$ cat src/rtl/rlcseg_pkg.sv
// Shared constants, codes and types of the RLC UM transmit segmenter.
`default_nettype none
package rlcseg_pkg;

    localparam int QUEUE_DEPTH = 16;
    localparam int QIDX_W      = $clog2(QUEUE_DEPTH);
    localparam int QCNT_W      = $clog2(QUEUE_DEPTH + 1);
    localparam int SN_BITS     = 10;
    localparam int MAX_PIECES  = 16;
    localparam int PCNT_W      = $clog2(MAX_PIECES + 1);

    localparam int LEN_W      = 16;
    localparam int TAG_W      = 16;
    localparam int BYTES_W    = 20;
    localparam int HDR_W      = 4;
    localparam int SN_OUT_W   = 10;
    localparam int CFG_IDX_W  = 2;
    localparam int CFG_DATA_W = 20;

    // input operations
    localparam logic [1:0] OP_ENQUEUE = 2'd0;
    localparam logic [1:0] OP_BUILD   = 2'd1;
    localparam logic [1:0] OP_DROP    = 2'd2;
    localparam logic [1:0] OP_CLEAR   = 2'd3;

    // result kinds
    localparam logic [1:0] KIND_VERDICT = 2'd0;
    localparam logic [1:0] KIND_PIECE   = 2'd1;
    localparam logic [1:0] KIND_EMPTY   = 2'd2;
    localparam logic [1:0] KIND_ACK     = 2'd3;

    // configuration register indexes
    localparam logic [CFG_IDX_W-1:0] CFG_QUEUE_LIMIT = 2'd0;
    localparam logic [CFG_IDX_W-1:0] CFG_HEADER      = 2'd1;

    localparam logic [HDR_W-1:0] HEADER_RESET = 4'd2;

    typedef struct packed {
        logic [BYTES_W-1:0] limit;
        logic [HDR_W-1:0]   hdr;
    } t_cfg;

    typedef struct packed {
        logic              we_len;
        logic              we_tag;
        logic [QIDX_W-1:0] waddr;
        logic [LEN_W-1:0]  wlen;
        logic [TAG_W-1:0]  wtag;
        logic [QIDX_W-1:0] raddr;
    } t_mem_req;

endpackage
`default_nettype wire

$ cat src/rtl/rlc_um_tx_segmenter_top.sv
// Top level of the RLC UM transmit segmenter: config registers, descriptor RAMs, sequencer.
//
// SDU descriptors (tag, length) wait in a 16-entry ring held in two small RAMs.
// Every operation is taken one at a time; the input is not ready until the last
// result of the current operation has been loaded into the output register.
// Drop first reads the newest length from the descriptor RAM. A PDU build gives
// either one empty PDU or one result per piece, up to 16 pieces: the single read
// port of the descriptor RAM and the shared byte-count unit handle one descriptor
// per cycle while the result channel is not stalled, reading the next head ahead
// of use. Back-pressure on the result channel holds the current operation.
// Configuration is taken at any cycle the write enable is high; writes to unknown
// indexes are dropped.
`default_nettype none
module rlc_um_tx_segmenter_top (
    input  wire logic                                i_clk,
    input  wire logic                                i_rst_n,
    input  wire logic                                i_cfg_we,
    input  wire logic [rlcseg_pkg::CFG_IDX_W-1:0]    i_cfg_index,
    input  wire logic [rlcseg_pkg::CFG_DATA_W-1:0]   i_cfg_data,
    input  wire logic                                i_valid,
    output logic                                     o_ready,
    input  wire logic [1:0]                          i_op,
    input  wire logic [rlcseg_pkg::LEN_W-1:0]        i_sdu_length,
    input  wire logic [rlcseg_pkg::TAG_W-1:0]        i_sdu_tag,
    input  wire logic [rlcseg_pkg::LEN_W-1:0]        i_grant_bytes,
    output logic                                     o_valid,
    input  wire logic                                i_ready,
    output logic [1:0]                               o_kind,
    output logic                                     o_accepted,
    output logic [rlcseg_pkg::TAG_W-1:0]             o_piece_tag,
    output logic [rlcseg_pkg::LEN_W-1:0]             o_piece_bytes,
    output logic [rlcseg_pkg::SN_OUT_W-1:0]          o_pdu_sequence,
    output logic [1:0]                               o_framing_info,
    output logic [rlcseg_pkg::LEN_W-1:0]             o_pdu_bytes,
    output logic                                     o_last
);

    rlcseg_pkg::t_cfg     r_cfg;
    rlcseg_pkg::t_mem_req mem_req;
    logic [rlcseg_pkg::LEN_W-1:0] mem_len;
    logic [rlcseg_pkg::TAG_W-1:0] mem_tag;

    always_ff @(posedge i_clk) begin
        if (!i_rst_n) begin
            r_cfg.limit <= '0;
            r_cfg.hdr   <= rlcseg_pkg::HEADER_RESET;
        end else if (i_cfg_we) begin
            case (i_cfg_index)
                rlcseg_pkg::CFG_QUEUE_LIMIT: r_cfg.limit <= i_cfg_data[rlcseg_pkg::BYTES_W-1:0];
                rlcseg_pkg::CFG_HEADER:      r_cfg.hdr   <= i_cfg_data[rlcseg_pkg::HDR_W-1:0];
                default: ;
            endcase
        end
    end

    rlcseg_ram #(
        .WIDTH (rlcseg_pkg::LEN_W),
        .DEPTH (rlcseg_pkg::QUEUE_DEPTH)
    ) u_len_ram (
        .i_clk   (i_clk),
        .i_we    (mem_req.we_len),
        .i_waddr (mem_req.waddr),
        .i_wdata (mem_req.wlen),
        .i_raddr (mem_req.raddr),
        .o_rdata (mem_len)
    );

    rlcseg_ram #(
        .WIDTH (rlcseg_pkg::TAG_W),
        .DEPTH (rlcseg_pkg::QUEUE_DEPTH)
    ) u_tag_ram (
        .i_clk   (i_clk),
        .i_we    (mem_req.we_tag),
        .i_waddr (mem_req.waddr),
        .i_wdata (mem_req.wtag),
        .i_raddr (mem_req.raddr),
        .o_rdata (mem_tag)
    );

    rlcseg_seq u_seq (
        .i_clk          (i_clk),
        .i_rst_n        (i_rst_n),
        .i_cfg          (r_cfg),
        .i_valid        (i_valid),
        .o_ready        (o_ready),
        .i_op           (i_op),
        .i_sdu_length   (i_sdu_length),
        .i_sdu_tag      (i_sdu_tag),
        .i_grant_bytes  (i_grant_bytes),
        .o_mem          (mem_req),
        .i_mem_len      (mem_len),
        .i_mem_tag      (mem_tag),
        .o_valid        (o_valid),
        .i_ready        (i_ready),
        .o_kind         (o_kind),
        .o_accepted     (o_accepted),
        .o_piece_tag    (o_piece_tag),
        .o_piece_bytes  (o_piece_bytes),
        .o_pdu_sequence (o_pdu_sequence),
        .o_framing_info (o_framing_info),
        .o_pdu_bytes    (o_pdu_bytes),
        .o_last         (o_last)
    );

endmodule
`default_nettype wire

$ cat src/rtl/rlcseg_ram.sv
// Generic single-write, single-read RAM with registered read data.
`default_nettype none
module rlcseg_ram #(
    parameter int WIDTH = 16,
    parameter int DEPTH = 16
) (
    input  wire logic                     i_clk,
    input  wire logic                     i_we,
    input  wire logic [$clog2(DEPTH)-1:0] i_waddr,
    input  wire logic [WIDTH-1:0]         i_wdata,
    input  wire logic [$clog2(DEPTH)-1:0] i_raddr,
    output logic      [WIDTH-1:0]         o_rdata
);

    logic [WIDTH-1:0] r_mem [DEPTH];
    logic [WIDTH-1:0] r_rdata;

    always_ff @(posedge i_clk) begin
        if (i_we) begin
            r_mem[i_waddr] <= i_wdata;
        end
        r_rdata <= r_mem[i_raddr];
    end

    assign o_rdata = r_rdata;

endmodule
`default_nettype wire

$ cat src/rtl/rlcseg_alu.sv
// Shared byte-count unit: add with carry out, or subtract saturating at zero.
`default_nettype none
module rlcseg_alu (
    input  wire logic [rlcseg_pkg::BYTES_W-1:0] i_a,
    input  wire logic [rlcseg_pkg::LEN_W-1:0]   i_b,
    input  wire logic                           i_sub,
    output logic      [rlcseg_pkg::BYTES_W:0]   o_y
);

    logic [rlcseg_pkg::BYTES_W:0] b_ext;
    logic [rlcseg_pkg::BYTES_W:0] a_ext;

    always_comb begin
        a_ext = {1'b0, i_a};
        b_ext = (rlcseg_pkg::BYTES_W + 1)'(i_b);
        if (i_sub) begin
            o_y = (a_ext >= b_ext) ? a_ext - b_ext : '0;
        end else begin
            o_y = a_ext + b_ext;
        end
    end

endmodule
`default_nettype wire

$ cat src/rtl/rlcseg_seq.sv
// Sequencer and queue state: runs one operation at a time, one piece per cycle while the result channel is not stalled.
`default_nettype none
module rlcseg_seq (
    input  wire logic                              i_clk,
    input  wire logic                              i_rst_n,
    input  wire rlcseg_pkg::t_cfg                  i_cfg,
    input  wire logic                              i_valid,
    output logic                                   o_ready,
    input  wire logic [1:0]                        i_op,
    input  wire logic [rlcseg_pkg::LEN_W-1:0]      i_sdu_length,
    input  wire logic [rlcseg_pkg::TAG_W-1:0]      i_sdu_tag,
    input  wire logic [rlcseg_pkg::LEN_W-1:0]      i_grant_bytes,
    output rlcseg_pkg::t_mem_req                   o_mem,
    input  wire logic [rlcseg_pkg::LEN_W-1:0]      i_mem_len,
    input  wire logic [rlcseg_pkg::TAG_W-1:0]      i_mem_tag,
    output logic                                   o_valid,
    input  wire logic                              i_ready,
    output logic [1:0]                             o_kind,
    output logic                                   o_accepted,
    output logic [rlcseg_pkg::TAG_W-1:0]           o_piece_tag,
    output logic [rlcseg_pkg::LEN_W-1:0]           o_piece_bytes,
    output logic [rlcseg_pkg::SN_OUT_W-1:0]        o_pdu_sequence,
    output logic [1:0]                             o_framing_info,
    output logic [rlcseg_pkg::LEN_W-1:0]           o_pdu_bytes,
    output logic                                   o_last
);

    localparam logic [2:0] S_IDLE    = 3'd0;
    localparam logic [2:0] S_ENQ     = 3'd1;
    localparam logic [2:0] S_START   = 3'd2;
    localparam logic [2:0] S_PIECE   = 3'd3;
    localparam logic [2:0] S_DROP_RD = 3'd4;
    localparam logic [2:0] S_DROP_EX = 3'd5;
    localparam logic [2:0] S_CLEAR   = 3'd6;

    localparam int QIDX_W  = rlcseg_pkg::QIDX_W;
    localparam int QCNT_W  = rlcseg_pkg::QCNT_W;
    localparam int PCNT_W  = rlcseg_pkg::PCNT_W;
    localparam int LEN_W   = rlcseg_pkg::LEN_W;
    localparam int TAG_W   = rlcseg_pkg::TAG_W;
    localparam int BYTES_W = rlcseg_pkg::BYTES_W;
    localparam int SN_BITS = rlcseg_pkg::SN_BITS;

    logic [2:0]         r_state, n_state;
    logic [LEN_W-1:0]   r_len, n_len;
    logic [TAG_W-1:0]   r_tag, n_tag;
    logic [LEN_W-1:0]   r_grant, n_grant;
    logic [LEN_W-1:0]   r_room, n_room;
    logic [LEN_W-1:0]   r_total, n_total;
    logic [PCNT_W-1:0]  r_npc, n_npc;
    logic               r_start_rem, n_start_rem;
    logic [QIDX_W-1:0]  r_head, n_head;
    logic [QIDX_W-1:0]  r_tail, n_tail;
    logic [QCNT_W-1:0]  r_count, n_count;
    logic [BYTES_W-1:0] r_queued, n_queued;
    logic               r_rem, n_rem;
    logic [SN_BITS-1:0] r_sn, n_sn;

    logic                          r_out_valid, n_out_valid;
    logic [1:0]                    r_kind, n_kind;
    logic                          r_acc, n_acc;
    logic [TAG_W-1:0]              r_ptag, n_ptag;
    logic [LEN_W-1:0]              r_pbytes, n_pbytes;
    logic [rlcseg_pkg::SN_OUT_W-1:0] r_osn, n_osn;
    logic [1:0]                    r_fi, n_fi;
    logic [LEN_W-1:0]              r_pdu, n_pdu;
    logic                          r_last, n_last;

    logic               out_free;
    logic [LEN_W-1:0]   hdr16;
    logic [LEN_W-1:0]   room_calc;
    logic               whole;
    logic [LEN_W-1:0]   take;
    logic [LEN_W-1:0]   room_after;
    logic [QCNT_W-1:0]  count_after;
    logic [PCNT_W-1:0]  npc_inc;
    logic [LEN_W-1:0]   total_after;
    logic               fin;
    logic               enq_ok;
    logic [QIDX_W-1:0]  prev_tail;
    logic [LEN_W-1:0]   alu_b;
    logic               alu_sub;
    logic [BYTES_W:0]   alu_y;
    logic [15:0]        sn_wide;

    function automatic logic [QIDX_W-1:0] next_slot(input logic [QIDX_W-1:0] i);
        return (i == QIDX_W'(rlcseg_pkg::QUEUE_DEPTH - 1)) ? '0 : i + 1'b1;
    endfunction

    function automatic logic [QIDX_W-1:0] prev_slot(input logic [QIDX_W-1:0] i);
        return (i == '0) ? QIDX_W'(rlcseg_pkg::QUEUE_DEPTH - 1) : i - 1'b1;
    endfunction

    rlcseg_alu u_alu (
        .i_a   (r_queued),
        .i_b   (alu_b),
        .i_sub (alu_sub),
        .o_y   (alu_y)
    );

    assign out_free  = !r_out_valid || i_ready;
    assign hdr16     = LEN_W'(i_cfg.hdr);
    assign prev_tail = prev_slot(r_tail);
    assign sn_wide   = 16'(r_sn);

    // piece arithmetic against the head descriptor
    assign room_calc   = (r_grant > hdr16) ? r_grant - hdr16 : '0;
    assign whole       = r_room >= i_mem_len;
    assign take        = whole ? i_mem_len : r_room;
    assign room_after  = r_room - take;
    assign count_after = r_count - QCNT_W'(whole);
    assign npc_inc     = r_npc + 1'b1;
    assign total_after = r_total + take;
    assign fin         = (count_after == '0) || (room_after == '0) ||
                         (npc_inc >= PCNT_W'(rlcseg_pkg::MAX_PIECES));

    assign enq_ok = (r_count < QCNT_W'(rlcseg_pkg::QUEUE_DEPTH)) && (r_len != '0) &&
                    !alu_y[BYTES_W] &&
                    ((i_cfg.limit == '0) || (alu_y[BYTES_W-1:0] < i_cfg.limit));

    always_comb begin
        case (r_state)
            S_ENQ:     begin alu_b = r_len;     alu_sub = 1'b0; end
            S_PIECE:   begin alu_b = take;      alu_sub = 1'b1; end
            default:   begin alu_b = i_mem_len; alu_sub = 1'b1; end
        endcase
    end

    always_comb begin
        n_state     = r_state;
        n_len       = r_len;
        n_tag       = r_tag;
        n_grant     = r_grant;
        n_room      = r_room;
        n_total     = r_total;
        n_npc       = r_npc;
        n_start_rem = r_start_rem;
        n_head      = r_head;
        n_tail      = r_tail;
        n_count     = r_count;
        n_queued    = r_queued;
        n_rem       = r_rem;
        n_sn        = r_sn;

        n_out_valid = r_out_valid && !i_ready;
        n_kind      = r_kind;
        n_acc       = r_acc;
        n_ptag      = r_ptag;
        n_pbytes    = r_pbytes;
        n_osn       = r_osn;
        n_fi        = r_fi;
        n_pdu       = r_pdu;
        n_last      = r_last;

        o_mem.we_len = 1'b0;
        o_mem.we_tag = 1'b0;
        o_mem.waddr  = r_tail;
        o_mem.wlen   = r_len;
        o_mem.wtag   = r_tag;

        case (r_state)
            S_IDLE: begin
                if (i_valid) begin
                    n_len   = i_sdu_length;
                    n_tag   = i_sdu_tag;
                    n_grant = i_grant_bytes;
                    case (i_op)
                        rlcseg_pkg::OP_ENQUEUE: n_state = S_ENQ;
                        rlcseg_pkg::OP_BUILD:   n_state = S_START;
                        rlcseg_pkg::OP_DROP:    n_state = S_DROP_RD;
                        default:                n_state = S_CLEAR;
                    endcase
                end
            end
            S_ENQ: begin
                if (out_free) begin
                    if (enq_ok) begin
                        o_mem.we_len = 1'b1;
                        o_mem.we_tag = 1'b1;
                        n_tail   = next_slot(r_tail);
                        n_count  = r_count + 1'b1;
                        n_queued = alu_y[BYTES_W-1:0];
                    end
                    n_out_valid = 1'b1;
                    n_kind   = rlcseg_pkg::KIND_VERDICT;
                    n_acc    = enq_ok;
                    n_ptag   = '0;
                    n_pbytes = '0;
                    n_osn    = '0;
                    n_fi     = '0;
                    n_pdu    = '0;
                    n_last   = 1'b1;
                    n_state  = S_IDLE;
                end
            end
            S_START: begin
                n_room      = room_calc;
                n_total     = '0;
                n_npc       = '0;
                n_start_rem = r_rem;
                if ((r_count == '0) || (room_calc == '0)) begin
                    // no room or no data: one empty PDU, nothing else moves
                    if (out_free) begin
                        n_out_valid = 1'b1;
                        n_kind   = rlcseg_pkg::KIND_EMPTY;
                        n_acc    = 1'b0;
                        n_ptag   = '0;
                        n_pbytes = '0;
                        n_osn    = '0;
                        n_fi     = '0;
                        n_pdu    = '0;
                        n_last   = 1'b1;
                        n_state  = S_IDLE;
                    end
                end else begin
                    n_state = S_PIECE;
                end
            end
            S_PIECE: begin
                if (out_free) begin
                    n_room   = room_after;
                    n_total  = total_after;
                    n_npc    = npc_inc;
                    n_count  = count_after;
                    n_queued = alu_y[BYTES_W-1:0];
                    if (whole) begin
                        n_head = next_slot(r_head);
                        n_rem  = 1'b0;
                    end else begin
                        // cut the head: keep the remainder in place
                        o_mem.we_len = 1'b1;
                        o_mem.waddr  = r_head;
                        o_mem.wlen   = i_mem_len - take;
                        n_rem        = 1'b1;
                    end
                    n_out_valid = 1'b1;
                    n_kind   = rlcseg_pkg::KIND_PIECE;
                    n_acc    = 1'b0;
                    n_ptag   = i_mem_tag;
                    n_pbytes = take;
                    n_osn    = '0;
                    n_fi     = '0;
                    n_pdu    = '0;
                    n_last   = 1'b0;
                    if (fin) begin
                        n_osn   = sn_wide[rlcseg_pkg::SN_OUT_W-1:0];
                        n_fi    = {r_start_rem, !whole};
                        n_pdu   = hdr16 + total_after;
                        n_last  = 1'b1;
                        n_sn    = r_sn + 1'b1;
                        n_state = S_IDLE;
                    end
                end
            end
            S_DROP_RD: begin
                n_state = S_DROP_EX;
            end
            S_DROP_EX: begin
                if (out_free) begin
                    if (r_count != '0) begin
                        n_queued = alu_y[BYTES_W-1:0];
                        n_tail   = prev_tail;
                        n_count  = r_count - 1'b1;
                        if (r_count == QCNT_W'(1)) begin
                            n_rem = 1'b0;
                        end
                    end
                    n_out_valid = 1'b1;
                    n_kind   = rlcseg_pkg::KIND_ACK;
                    n_acc    = 1'b0;
                    n_ptag   = '0;
                    n_pbytes = '0;
                    n_osn    = '0;
                    n_fi     = '0;
                    n_pdu    = '0;
                    n_last   = 1'b1;
                    n_state  = S_IDLE;
                end
            end
            S_CLEAR: begin
                if (out_free) begin
                    n_head   = '0;
                    n_tail   = '0;
                    n_count  = '0;
                    n_queued = '0;
                    n_rem    = 1'b0;
                    n_out_valid = 1'b1;
                    n_kind   = rlcseg_pkg::KIND_ACK;
                    n_acc    = 1'b0;
                    n_ptag   = '0;
                    n_pbytes = '0;
                    n_osn    = '0;
                    n_fi     = '0;
                    n_pdu    = '0;
                    n_last   = 1'b1;
                    n_state  = S_IDLE;
                end
            end
            default: begin
                n_state = S_IDLE;
            end
        endcase

        // read ahead: next head, or the newest entry for a drop (held while the ack stalls)
        o_mem.raddr = (r_state inside {S_DROP_RD, S_DROP_EX}) ? prev_tail : n_head;
    end

    always_ff @(posedge i_clk) begin
        if (!i_rst_n) begin
            r_state     <= S_IDLE;
            r_head      <= '0;
            r_tail      <= '0;
            r_count     <= '0;
            r_queued    <= '0;
            r_rem       <= 1'b0;
            r_sn        <= '0;
            r_out_valid <= 1'b0;
        end else begin
            r_state     <= n_state;
            r_head      <= n_head;
            r_tail      <= n_tail;
            r_count     <= n_count;
            r_queued    <= n_queued;
            r_rem       <= n_rem;
            r_sn        <= n_sn;
            r_out_valid <= n_out_valid;
        end
    end

    always_ff @(posedge i_clk) begin
        r_len       <= n_len;
        r_tag       <= n_tag;
        r_grant     <= n_grant;
        r_room      <= n_room;
        r_total     <= n_total;
        r_npc       <= n_npc;
        r_start_rem <= n_start_rem;
        r_kind      <= n_kind;
        r_acc       <= n_acc;
        r_ptag      <= n_ptag;
        r_pbytes    <= n_pbytes;
        r_osn       <= n_osn;
        r_fi        <= n_fi;
        r_pdu       <= n_pdu;
        r_last      <= n_last;
    end

    assign o_ready        = (r_state == S_IDLE);
    assign o_valid        = r_out_valid;
    assign o_kind         = r_kind;
    assign o_accepted     = r_acc;
    assign o_piece_tag    = r_ptag;
    assign o_piece_bytes  = r_pbytes;
    assign o_pdu_sequence = r_osn;
    assign o_framing_info = r_fi;
    assign o_pdu_bytes    = r_pdu;
    assign o_last         = r_last;

endmodule
`default_nettype wire

$ cat config.mk
export PLATFORM = sky130hd
export DESIGN_NAME = rlc_um_tx_segmenter_top
export DESIGN_NICKNAME = d
export VERILOG_FILES = /design/src/rtl/rlcseg_pkg.sv /design/src/rtl/rlc_um_tx_segmenter_top.sv /design/src/rtl/rlcseg_ram.sv /design/src/rtl/rlcseg_alu.sv /design/src/rtl/rlcseg_seq.sv
export SDC_FILE = /design/constraint.sdc
export NUM_CORES = 1
export LEC_CHECK = 0
export BUFFER_PORTS_ARGS = -buffer_cell sky130_fd_sc_hd__clkbuf_2
export CORE_MARGIN = 2
export CORE_UTILIZATION = 55
export DETAILED_ROUTE_END_ITERATION = 8
export GPL_TIMING_DRIVEN = 0
export PLACE_DENSITY = 0.72
export SYNTH_ARGS = -nofsm -noshare
export SYNTH_HDL_FRONTEND = slang
export SYNTH_SLANG_ARGS = --single-unit
$ cat constraint.sdc
create_clock -name i_clk -period 12.35 [get_ports i_clk]
set_clock_uncertainty 0.2 [all_clocks]
set_input_delay 2.47 -clock i_clk [delete_from_list [all_inputs] [get_ports i_clk]]
set_output_delay 2.47 -clock i_clk [all_outputs]
set_load 0.005 [all_outputs]
# Word-level counts from Yosys, hierarchy flattened
# Memory sizes are Yosys's and may differ from the RTL's. A register that Yosys moved wholly into a read port is not among the register bits.
# Cells that the tools add are included.
dict set report word_totals {
  register_bits 222
  ramBits 512
  input_bits 77
  memories 2
}
dict set report classes {
  addsub 15
  n_lt_le_gt_ge 6
  n_eq_ne 24
  n_mux 106
  reduce_logical 48
}
# name words word_bits rd rd_ports_with_merged_regs wr line
set memory_table {}
lappend memory_table {u_len_ram.r_mem 16 16 1 1 1 rlcseg_ram.sv:15} ;# logic [WIDTH-1:0] r_mem [DEPTH];
lappend memory_table {u_tag_ram.r_mem 16 16 1 1 1 rlcseg_ram.sv:15}
# cell n
set op_table {}
lappend op_table {{$mux 16} 14}
lappend op_table {{$mux 20} 9}
lappend op_table {{$pmux 16 s3} 3}
lappend op_table {{$pmux 16 s2} 3}
lappend op_table {{$pmux 20 s4} 1}
lappend op_table {{$mux 4} 12}
lappend op_table {{$mux 21} 2}
lappend op_table {{$mux 10} 4}
lappend op_table {{$mux 5} 7}
lappend op_table {{$logic_not 16->1} 2}
lappend op_table {{$sub 16x16->16} 2}
lappend op_table {{$pmux 10 s3} 1}
lappend op_table {{$mux 2} 11}
lappend op_table {{$ne 2x1->1 const B} 11}
lappend op_table {{$add 20x16->21} 1}
lappend op_table {{$mux 1} 21}
lappend op_table {{$sub 20x16->21} 1}
lappend op_table {{$ge 20x16->1} 1}
lappend op_table {{$logic_not 20->1} 1}
lappend op_table {{$lt 20x20->1} 1}
lappend op_table {{$pmux 5 s4} 1}
lappend op_table {{$reduce_and 6->1} 3}
lappend op_table {{$add 16x16->16} 1}
lappend op_table {{$add 4x16->16} 1}
lappend op_table {{47 further kinds} 85}

# Longest topological paths before layout
# Gate-level depths: netlist of the first run.
dict set report logic_depth {
  word_depth 14
  mapped_depth 35
  mapped_depth_nobuf 31
}

# Cells and area by module
# A second synthesis of the first run with hierarchy kept.
dict set report hier_totals {
  hier_cells 2737
  hier_area_um2 36274.8
}
# module n_inst cells_each area_each_um2 seq_area_each_um2
set modules_own_cells {}
lappend modules_own_cells {rlcseg_seq 1 1443 13053.8 5465.2}
lappend modules_own_cells {{rlcseg_ram at u_len_ram} 1 432 10043.4 8007.7}
lappend modules_own_cells {{rlcseg_ram at u_tag_ram} 1 432 10042.1 8007.7}
lappend modules_own_cells {rlcseg_alu 1 328 2173.3 0.0}
lappend modules_own_cells {rlc_um_tx_segmenter_top 1 102 962.2 480.5}

# Worst setup path before layout of the first run
# OpenSTA, ideal clock, no wires.
dict set report synth_path {
  path_kind {flip-flop to flip-flop}
  start {register u_seq.r_room[0]}
  end {memory u_tag_ram.r_mem[1][0] (enable)}
  setup_ps 409
  arrival_ps 7746
  required_time_ps 11741
  setup_slack_ps 3995
  stages_incl_launch_ff 33
  synth_period_minus_slack_ps 8355
  path_cell_list {edfxtp_1 > inv_1 > ha_1 > nand2b_1 > a2111oi_0 > o31a_1 > o21a_2 > buf_2 > buf_1 > nor2_1 > a21oi_1 > nor2_1 > a21oi_1 > o21ai_0 > ha_1 > o21bai_1 > a21oi_1 > o31ai_2 > a221o_1 > a21o_1 > nand2_1 > buf_2 > nor3_1 > o31a_1 > ha_1 > nand4_1 > nor3_1 > o211a_1 > a211o_1 > a2111o_1 > nor2_2 > nand3_1 > nor3_1}
}
dict set report synth_between {
  elab_chain_cells 14
  word_cells_on_any_way 21
}
# element line
set synth_lines {}
lappend synth_lines {{from (decl)} rlcseg_seq.sv:48} ;# logic [LEN_W-1:0] r_room, n_room;
lappend synth_lines {{from (signal assigned)} rlcseg_seq.sv:334} ;# r_room <= n_room;
lappend synth_lines {{$ge 16x16->1} rlcseg_seq.sv:108} ;# assign whole = r_room >= i_mem_len;
lappend synth_lines {{$mux 16} rlcseg_seq.sv:109} ;# assign take = whole ? i_mem_len : r_room;
lappend synth_lines {{$pmux 16 s2} rlcseg_seq.sv:122} ;# case (r_state)
lappend synth_lines {{$sub 20x16->21 / $ge 20x16->1 (equally long branches)} rlcseg_alu.sv:17} ;# o_y = (a_ext >= b_ext) ? a_ext - b_ext : '0;
lappend synth_lines {{$mux 21} rlcseg_alu.sv:17}
lappend synth_lines {{$mux 21} rlcseg_alu.sv:16} ;# if (i_sub) begin
lappend synth_lines {{$lt 20x20->1 / $logic_not 1->1 (equally long branches)} {rlcseg_seq.sv:119, rlcseg_seq.sv:118}}
lappend synth_lines {{$logic_or 1x1->1 / $logic_and 1x1->1 (equally long branches)} {rlcseg_seq.sv:119, rlcseg_seq.sv:117}}
lappend synth_lines {{$logic_and 1x1->1} rlcseg_seq.sv:118} ;# !alu_y[BYTES_W] &&
lappend synth_lines {{$mux 2} rlcseg_seq.sv:177} ;# if (enq_ok) begin
lappend synth_lines {{$mux 2} rlcseg_seq.sv:176} ;# if (out_free) begin
lappend synth_lines {{$mux 1} rlcseg_seq.sv:161} ;# case (r_state)
lappend synth_lines {{$mux 1} rlcseg_ram.sv:19} ;# if (i_we) begin
lappend synth_lines {{$mux 1 (not written as such)} rlcseg_ram.sv:20} ;# r_mem[i_waddr] <= i_wdata;
lappend synth_lines {{to (decl)} rlcseg_ram.sv:15}
# Parallel ways exist; a longest one is shown, timed or not.

# Final worst setup path of the first run
dict set report layout_path {
  start {register u_len_ram.r_rdata[1] (netlist: u_len_ram.o_rdata[1]) (read register of u_len_ram.r_mem)}
  end {memory u_tag_ram.r_mem[2][2] (enable)}
}
dict set report layout_between {
  elab_chain_cells 14
  word_cells_on_any_way 21
}
# element line
set layout_lines {}
lappend layout_lines {{from (decl)} rlcseg_ram.sv:16} ;# logic [WIDTH-1:0] r_rdata;
lappend layout_lines {{$ge 16x16->1} rlcseg_seq.sv:108}
lappend layout_lines {{$mux 16} rlcseg_seq.sv:109}
lappend layout_lines {{$pmux 16 s2} rlcseg_seq.sv:122}
lappend layout_lines {{$sub 20x16->21 / $ge 20x16->1 (equally long branches)} rlcseg_alu.sv:17}
lappend layout_lines {{$mux 21} rlcseg_alu.sv:17}
lappend layout_lines {{$mux 21} rlcseg_alu.sv:16}
lappend layout_lines {{$lt 20x20->1 / $logic_not 1->1 (equally long branches)} {rlcseg_seq.sv:119, rlcseg_seq.sv:118}}
lappend layout_lines {{$logic_or 1x1->1 / $logic_and 1x1->1 (equally long branches)} {rlcseg_seq.sv:119, rlcseg_seq.sv:117}}
lappend layout_lines {{$logic_and 1x1->1} rlcseg_seq.sv:118}
lappend layout_lines {{$mux 2} rlcseg_seq.sv:177}
lappend layout_lines {{$mux 2} rlcseg_seq.sv:176}
lappend layout_lines {{$mux 1} rlcseg_seq.sv:161}
lappend layout_lines {{$mux 1} rlcseg_ram.sv:19}
lappend layout_lines {{$mux 1 (not written as such)} rlcseg_ram.sv:20}
# Parallel ways exist; a longest one is shown, timed or not.

==> flow_summary_export.csv, run 1 <==
group,metric,value,unit
die,io_pins,143,
synth,synthTopCellsByArea,"edfxtp_1, o211ai_1, dfxtp_1, ha_1, inv_1",
synth,ys_warn_count,0,
sta,rsz0062_at_grt,"false",
clocking,clock-root-buffer,"clkbuf_16",
sta,whs,233,ps
worst_setup_path,crit_family,"compound AO/OA/AOI/OAI gates",
sta,setup_viol,0,
placed_design,place_hpwl,82.8,mm
global_routing,globalRouteTotalUtil,31.2,%
clocking,hold_buffers,0,
worst_setup_path,worst_ep_required_time,12410,ps
routing,vias,29200,
global_routing,antenna_found_initial,0,
worst_setup_path,path_max_fanout,16,
synth,avgSynthCellArea,11.4,µm²
clocking,cts_buffer_depth,3,
synth,synth-edff-count,662,
min_path,hp-start,"u_seq.r_rem$_SDFFE_PN0P_",
min_path,hold_end,"u_seq.r_start_rem$_DFFE_PP_",
worst_setup_path,rrSetupSlack,1050,ps
synth,ys.flop_type,"edfxtp_1",
pwr,clkPwrFrac,27.7,%
pwr,peakVddDrop,0.111,mV
routing,drt_iter0_drc,3468,
synth,yosysMostFrequentCell,"edfxtp_1",
global_routing,grt-ovfl-total,0,
synth,synth_top_area_share,52.0,%
finish,fillCellCount,5467,
worst_setup_path,crit_buf_inv,5,
pwr,p_sw_share,37.1,%
die,die_w,268,µm
worst_setup_path,cp_slowest_stage_delay,1230,ps
clocking,cts_tree,"done",
worst_setup_path,reg2reg_to,"u_tag_ram.r_mem[2][2]$_DFFE_PP_",
routing,drt_wl_total,112,mm
die,placementRows,96,
global_routing,grt_max_degree,33,
placed_design,gp_congestion,0.991,
global_routing,grt_first_pass_wirelength,168,mm
finish,final_nets,3814,
synth,seq_area_frac_synth,57.5,%
clocking,clk_latency,670,ps
placed_design,pre_cts_ws,1180,ps
finish,antenna_cells,0,
routing,routedWlPerCell,24.5,µm
pwr,p_leak,15.4,nW
worst_setup_path,worstReg2RegStart,"u_len_ram.o_rdata[1]$_DFF_P_",
synth,ys_ff_latch,766,
pwr,p_sw,0.00321,W
clocking,numCtsBuffers,80,
clocking,post-cts-setup-buffers,0,
worst_setup_path,cp-end-kind,"register",
finish,regArea,0.0220,mm²
routing,vias_per_cell,6.35,
sta,fin_tns_setup,0,ps
finish,utilization,62.8,%
synth,syn_inst,3350,
clocking,cts.sinks,766,
worst_setup_path,ff2ff_path_depth,30,
sta,worst_slew_pin_slew,1410,ps
finish,area_growth,12.8,%
die,fp.dieH,268,µm
pwr,p_seq_share,36.4,%
synth,yosysTopAreaCell,"edfxtp_1",
worst_setup_path,startpoint_type,"register",
synth,synth.cell_area,0.0382,mm²
worst_setup_path,slowest_stage,"nor2_1",
min_path,hold_depth,0,
pwr,p_int,0.00545,W
routing,ant_nets,0,
sta,period_needed,11300,ps
routing,drc,0,
run,cap_violations,0,
sta,hold_viol_final,0,
die,core_area,0.0687,mm²
synth,synthArstFlopShare,0,%
clocking,h-tree-depth,3,
synth,synth_nets,3566,
sta,max_slew_margin,5.83,%
finish,drive_above_1_share,13.3,%
placed_design,port_buffers,141,
clocking,cts_resized,0,
status,status,"finished, final reports clean",
sta,layout_setup_ws,1050,ps
min_path,hp-class,"register to register",
worst_setup_path,critPathArrivalTime,11360,ps
sta,fin_crit_sh,91.5,%
synth,ys_types,100,
routing,first_pass_iters,6,
pwr,pwr-share-comb,35.9,%
synth,yosys-top-cells-count,"edfxtp_1, o211ai_1, inv_1",
finish,multi_input_comb_area,0.0143,mm²
clocking,path_clk_slew,60,ps
global_routing,grt_pass1_vias,28400,
die,die_area,0.0716,mm²
pwr,p_per_area,201,mW/mm²
sta,fmax,88.5,MHz
worst_setup_path,worstSetupPathType,"register to register",
sta,slew_viol_final,0,
die,initial_utilization,55.6,%
==> registers in the layout, indices dropped and copies added, names as in the netlist, 5 cells and up <==
| register | cells |
|---|---|
| u_seq.r_queued | 20 |
| r_cfg | 24 |
| u_len_ram.o_rdata | 16 |
| u_tag_ram.o_rdata | 16 |
| u_seq.o_pdu_sequence | 10 |
| u_seq.r_room | 16 |
| u_seq.r_len | 16 |
| u_seq.o_piece_tag | 16 |
| u_seq.o_piece_bytes | 16 |
| u_tag_ram.r_mem | 256 |
| u_seq.r_tag | 16 |
| u_len_ram.r_mem | 256 |
| u_seq.r_count | 5 |
| u_seq.r_total | 16 |
| u_seq.r_npc | 5 |
| u_seq.o_pdu_bytes | 16 |
| u_seq.r_grant | 16 |
| u_seq.r_sn | 10 |
==> layer usage <==
layer / routed length (µm) / part of all wire, % / track usage, % / vias up
met3: 10000 / 8.9 / 5.14 / 272
met2: 53200 / 47 / 51.9 / 1490
li1: - / - / - / 13300
met5: 0 / 0 / 0 / -
met4: 5290 / 4.7 / 14.2 / 0
met1: 43800 / 39 / 40.1 / 14100
==> kinds of logic (layout without fill, tap and decap cells) <==
kind of cell,count (synthesis),count (layout),synth area share [%]
XOR/XNOR,60,60,1.38
multiplexers,82,82,2.36
flip-flops,766,766,57.5
adder cells (fa/ha/maj),139,139,4.69
buffers and inverters,539,852,5.50
AO/OA/AOI/OAI,1075,1075,19.9
AND/OR/NAND/NOR,689,689,8.72
==> power groups by stage <==
| stage | Sequential [W] | Clock (W) | Combinational [W] |
|---|---|---|---|
| floorplan | 0.00315 | 0 | 0.00213 |
| global placement | 0.00321 | 0 | 0.00295 |
| detailed placement | 0.00320 | 0 | 0.00302 |
| CTS | 0.00315 | 0.00241 | 0.00304 |
| global route | 0.00316 | 0.00251 | 0.00338 |
| finish | 0.00315 | 0.00240 | 0.00311 |
==> cells in the final DEF, fill, tap and decap left out, types with 41 or more instances in the layout <==
cell type  Yosys  layout
a21oi_1      163     163
o211ai_1     532     532
edfxtp_1     662     662
nand4_1       57      57
clkbuf_1     174     189
inv_1        302     302
nor2_1       220     195
clkbuf_2       0     141
dfxtp_1      104     104
nand2_1      179     179
nand3_1       41      41
mux2_2        65      65
ha_1         132     132
buf_2         46      46
o21ai_0       99      88
clkbuf_16      0      80
==> worst max path at each step <==
| stage | to | from | cells past startpoint |
|---|---|---|---|
| 2_1_floorplan | u_tag_ram.r_mem[1][0]$_DFFE_PP_ | u_seq.r_room[0]$_DFFE_PP_ | 32 |
| 3_3_place_gp | u_tag_ram.r_mem[1][4]$_DFFE_PP_ | u_len_ram.o_rdata[1]$_DFF_P_ | 31 |
| 3_5_place_dp | u_len_ram.r_mem[15][10]$_DFFE_PP_ | u_len_ram.o_rdata[1]$_DFF_P_ | 32 |
| 4_1_cts | u_len_ram.r_mem[10][4]$_DFFE_PP_ | u_seq.r_room[0]$_DFFE_PP_ | 33 |
| 5_1_grt | u_tag_ram.r_mem[2][2]$_DFFE_PP_ | u_seq.r_room[0]$_DFFE_PP_ | 32 |
| 6_report | u_tag_ram.r_mem[2][2]$_DFFE_PP_ | u_len_ram.o_rdata[1]$_DFF_P_ | 30 |
==> worst reg2reg max path: cells and delay by family (launching register included) <==
kind	cells	cell delay, ps
compound gates	12	4080
simple gates	9	3280
buf+inv	5	1410
fa+ha+maj	3	1030
flops	1	510
mux	1	430
==> final cells by class <==
class | count | area share [%]
flip-flops and latches | 766 | 50.9
multi-input cells | 2045 | 33.1
clock buffers | 95 | 4.77
well taps | 931 | 2.70
inverters | 306 | 2.66
repair buffers | 166 | 2.34
plain buffers | 233 | 2.21
clock inverters | 52 | 1.25
==> stage by stage <==
| stage | std cells | instance area [µm²] | total power [W] |
|---|---|---|---|
| finish | 4594 | 43100 | 0.00866 |
| global route | 4594 | 43100 | 0.00905 |
| CTS | 4594 | 43100 | 0.00860 |
| detailed placement | 4447 | 40500 | 0.00622 |
| global placement | 4422 | 40100 | 0.00616 |
| floorplan | 3350 | 38200 | 0.00528 |
No activity file was read; power rests on OpenSTA's default activity.
==> inputs of run 2 (changes only) <==
--- a/config.mk
+++ b/config.mk
@@ -6,11 +6,13 @@
 export NUM_CORES = 1
 export LEC_CHECK = 0
 export BUFFER_PORTS_ARGS = -buffer_cell sky130_fd_sc_hd__clkbuf_2
+export CORE_ASPECT_RATIO = 2
 export CORE_MARGIN = 2
 export CORE_UTILIZATION = 55
 export DETAILED_ROUTE_END_ITERATION = 8
 export GPL_TIMING_DRIVEN = 0
 export PLACE_DENSITY = 0.72
+export SKIP_CTS_REPAIR_TIMING = 1
 export SYNTH_ARGS = -nofsm -noshare
 export SYNTH_HDL_FRONTEND = slang
 export SYNTH_SLANG_ARGS = --single-unit
==> constraint.sdc (replaced) <==
create_clock -name i_clk -period 12.35 [get_ports i_clk]
set_clock_uncertainty 0.2 [all_clocks]
set_input_delay 2.47 -clock i_clk [delete_from_list [all_inputs] [get_ports i_clk]]
set_output_delay 2.47 -clock i_clk [all_outputs]
set_load 0.05 [all_outputs]
==> run 2 against run 1 <==
Clock-buffer cell count shrank 2. Worst setup slack got worse by 33 ps. Design area is 0.24% higher. Register-to-register slack worse by 30 ps. Total power up 1.7%. Cell count down 0.57%. Global-route usage rose by 6.1 points. Hold slack better by 17 ps. Critical path type unchanged. Critical endpoint is now u_len_ram.r_mem[13][12]$_DFFE_PP_. Largest cell class unchanged. Highest routed layer is now met5.
==> flow_summary_export.csv, run 2 (same netlist as run 1, synthesis figures left out) <==
group,metric,value,unit
status,status,"finished, final reports clean",
pwr,p_leak,15.4,nW
clocking,cts.sinks,766,
die,initial_utilization,55.6,%
global_routing,antenna_found_initial,5,
routing,ant_nets,0,
clocking,cts_buffer_depth,3,
sta,max_slew_margin,4.23,%
routing,drt_wl_total,133,mm
worst_setup_path,path_max_fanout,16,
finish,fin_cells,4568,
routing,routedWlPerCell,29.0,µm
finish,fin_area,0.0432,mm²
worst_setup_path,slowest_stage,"a21oi_1",
finish,area_growth,13.1,%
finish,final_cell_mix,"edfxtp_1, o211ai_1, inv_1, nor2_1, clkbuf_1",
sta,slew_viol_final,0,
worst_setup_path,crit_family,"compound AO/OA/AOI/OAI gates",
sta,fin_crit_sh,91.7,%
finish,final_nets,3827,
die,die_area,0.0717,mm²
clocking,numCtsBuffers,69,
global_routing,grt_first_pass_wirelength,193,mm
finish,top_regs,"u_len_ram.r_mem (256), u_tag_ram.r_mem (256), r_cfg (24)",
clocking,clock-root-buffer,"clkbuf_16",
worst_setup_path,startpoint_type,"register",
global_routing,globalRouteTotalUtil,37.3,%
clocking,cts_tree,"done",
routing,drc,0,
die,die_w,190,µm
die,fp.dieH,377,µm
global_routing,grt_max_degree,49,
placed_design,port_buffers,141,
pwr,peakVddDrop,0.130,mV
routing,drt_iter0_drc,2742,
placed_design,gp_congestion,1.01,
finish,drive_above_1_share,14.0,%
placed_design,place_hpwl,97.9,mm
worst_setup_path,crit_top_cell,"o21ai_0",
clocking,clk_latency,670,ps
die,io_pins,143,
routing,vias,30500,
sta,setup_viol,0,
die,core_area,0.0687,mm²
worst_setup_path,critPathArrivalTime,11400,ps
clocking,h-tree-depth,3,
worst_setup_path,worst_ep_required_time,12420,ps
routing,vias_per_cell,6.68,
worst_setup_path,cp_slowest_stage_delay,870,ps
sta,hold_viol_final,0,
placed_design,placed_cells,4437,
pwr,p_per_area,204,mW/mm²
run,cap_violations,0,
sta,period_needed,11330,ps
worst_setup_path,worstSetupPathType,"register to register",
sta,worst_slew_pin_slew,1440,ps
finish,multi_input_comb_area,0.0143,mm²
finish,mostFrequentLayoutCell,"edfxtp_1",
finish,fillCellCount,5505,
sta,rsz0062_at_grt,"false",
min_path,hp-class,"register to register",
global_routing,grt_pass1_vias,30600,
placed_design,dpl_cell_area,0.0409,mm²
sta,fmax,88.3,MHz
worst_setup_path,cp-end-kind,"register",
clocking,path_clk_slew,70,ps
global_routing,grt-ovfl-total,0,
finish,regArea,0.0220,mm²
die,placementRows,136,
worst_setup_path,crit_buf_inv,4,
routing,first_pass_iters,6,
-- run 2: cell count changes in the layout (fill, tap and decap cells not counted), sizes merged --
cell | previous run | this run
buf | 82 | 106
clkinvlp | 4 | 5
clkinv | 37 | 22
diode | 0 | 3
bufinv | 6 | 3
clkbuf | 411 | 409
-- run 2: area by class of cell --
type	count	area share, %
sequential	766	50.8
inverter	306	2.66
tap	897	2.60
clock inverter	35	0.836
clock buffer	93	4.58
buffer	233	2.20
antenna	3	0.0174
timing repair buffer	190	3.26
multi-input combinational	2045	33.1
-- run 2: final timing paths --
check / slack (ps) / end / cells after the start / startpoint
setup / recovery: 1020 / u_len_ram.r_mem[13][12]$_DFFE_PP_ / 31 / u_len_ram.o_rdata[9]$_DFF_P_
hold / removal: 250 / u_seq.r_start_rem$_DFFE_PP_ / 0 / u_seq.r_rem$_SDFFE_PN0P_
setup reg to reg: 1020 / u_len_ram.r_mem[13][12]$_DFFE_PP_ / 31 / u_len_ram.o_rdata[9]$_DFF_P_
hold reg to reg: 250 / u_seq.r_start_rem$_DFFE_PP_ / 0 / u_seq.r_rem$_SDFFE_PN0P_
-- run 2: through the flow --
step                utilization, %  total power, W  setup TNS (ps)  hold slack (ps)  worst slack (ps)
finish                        62.9         0.00881               0              249              1020
global route                  62.9         0.00917               0              264               543
CTS                           62.9         0.00871               0              248              1350
detailed placement            59.5         0.00648               0              236              1390
global placement              58.2         0.00640           -1700              214              -113
floorplan                        -         0.00540               0              202              3990
-- run 2: power by group --
group | internal, W | switching, W | leakage (nW)
sequential | 0.00302 | 0.000134 | 6.87
combinational | 0.00110 | 0.00231 | 7.41
clock | 0.00122 | 0.00103 | 1.15
-- run 2: per-layer routing --
metal  vias up  global-route usage [%]  part of all wire, %
li1      13300                       -                    -
met1     14700                    35.3                   30
met2      1846                    65.2                   50
met3       717                    7.66                  7.7
met4         4                    36.9                   12
met5         -                       0                0.019
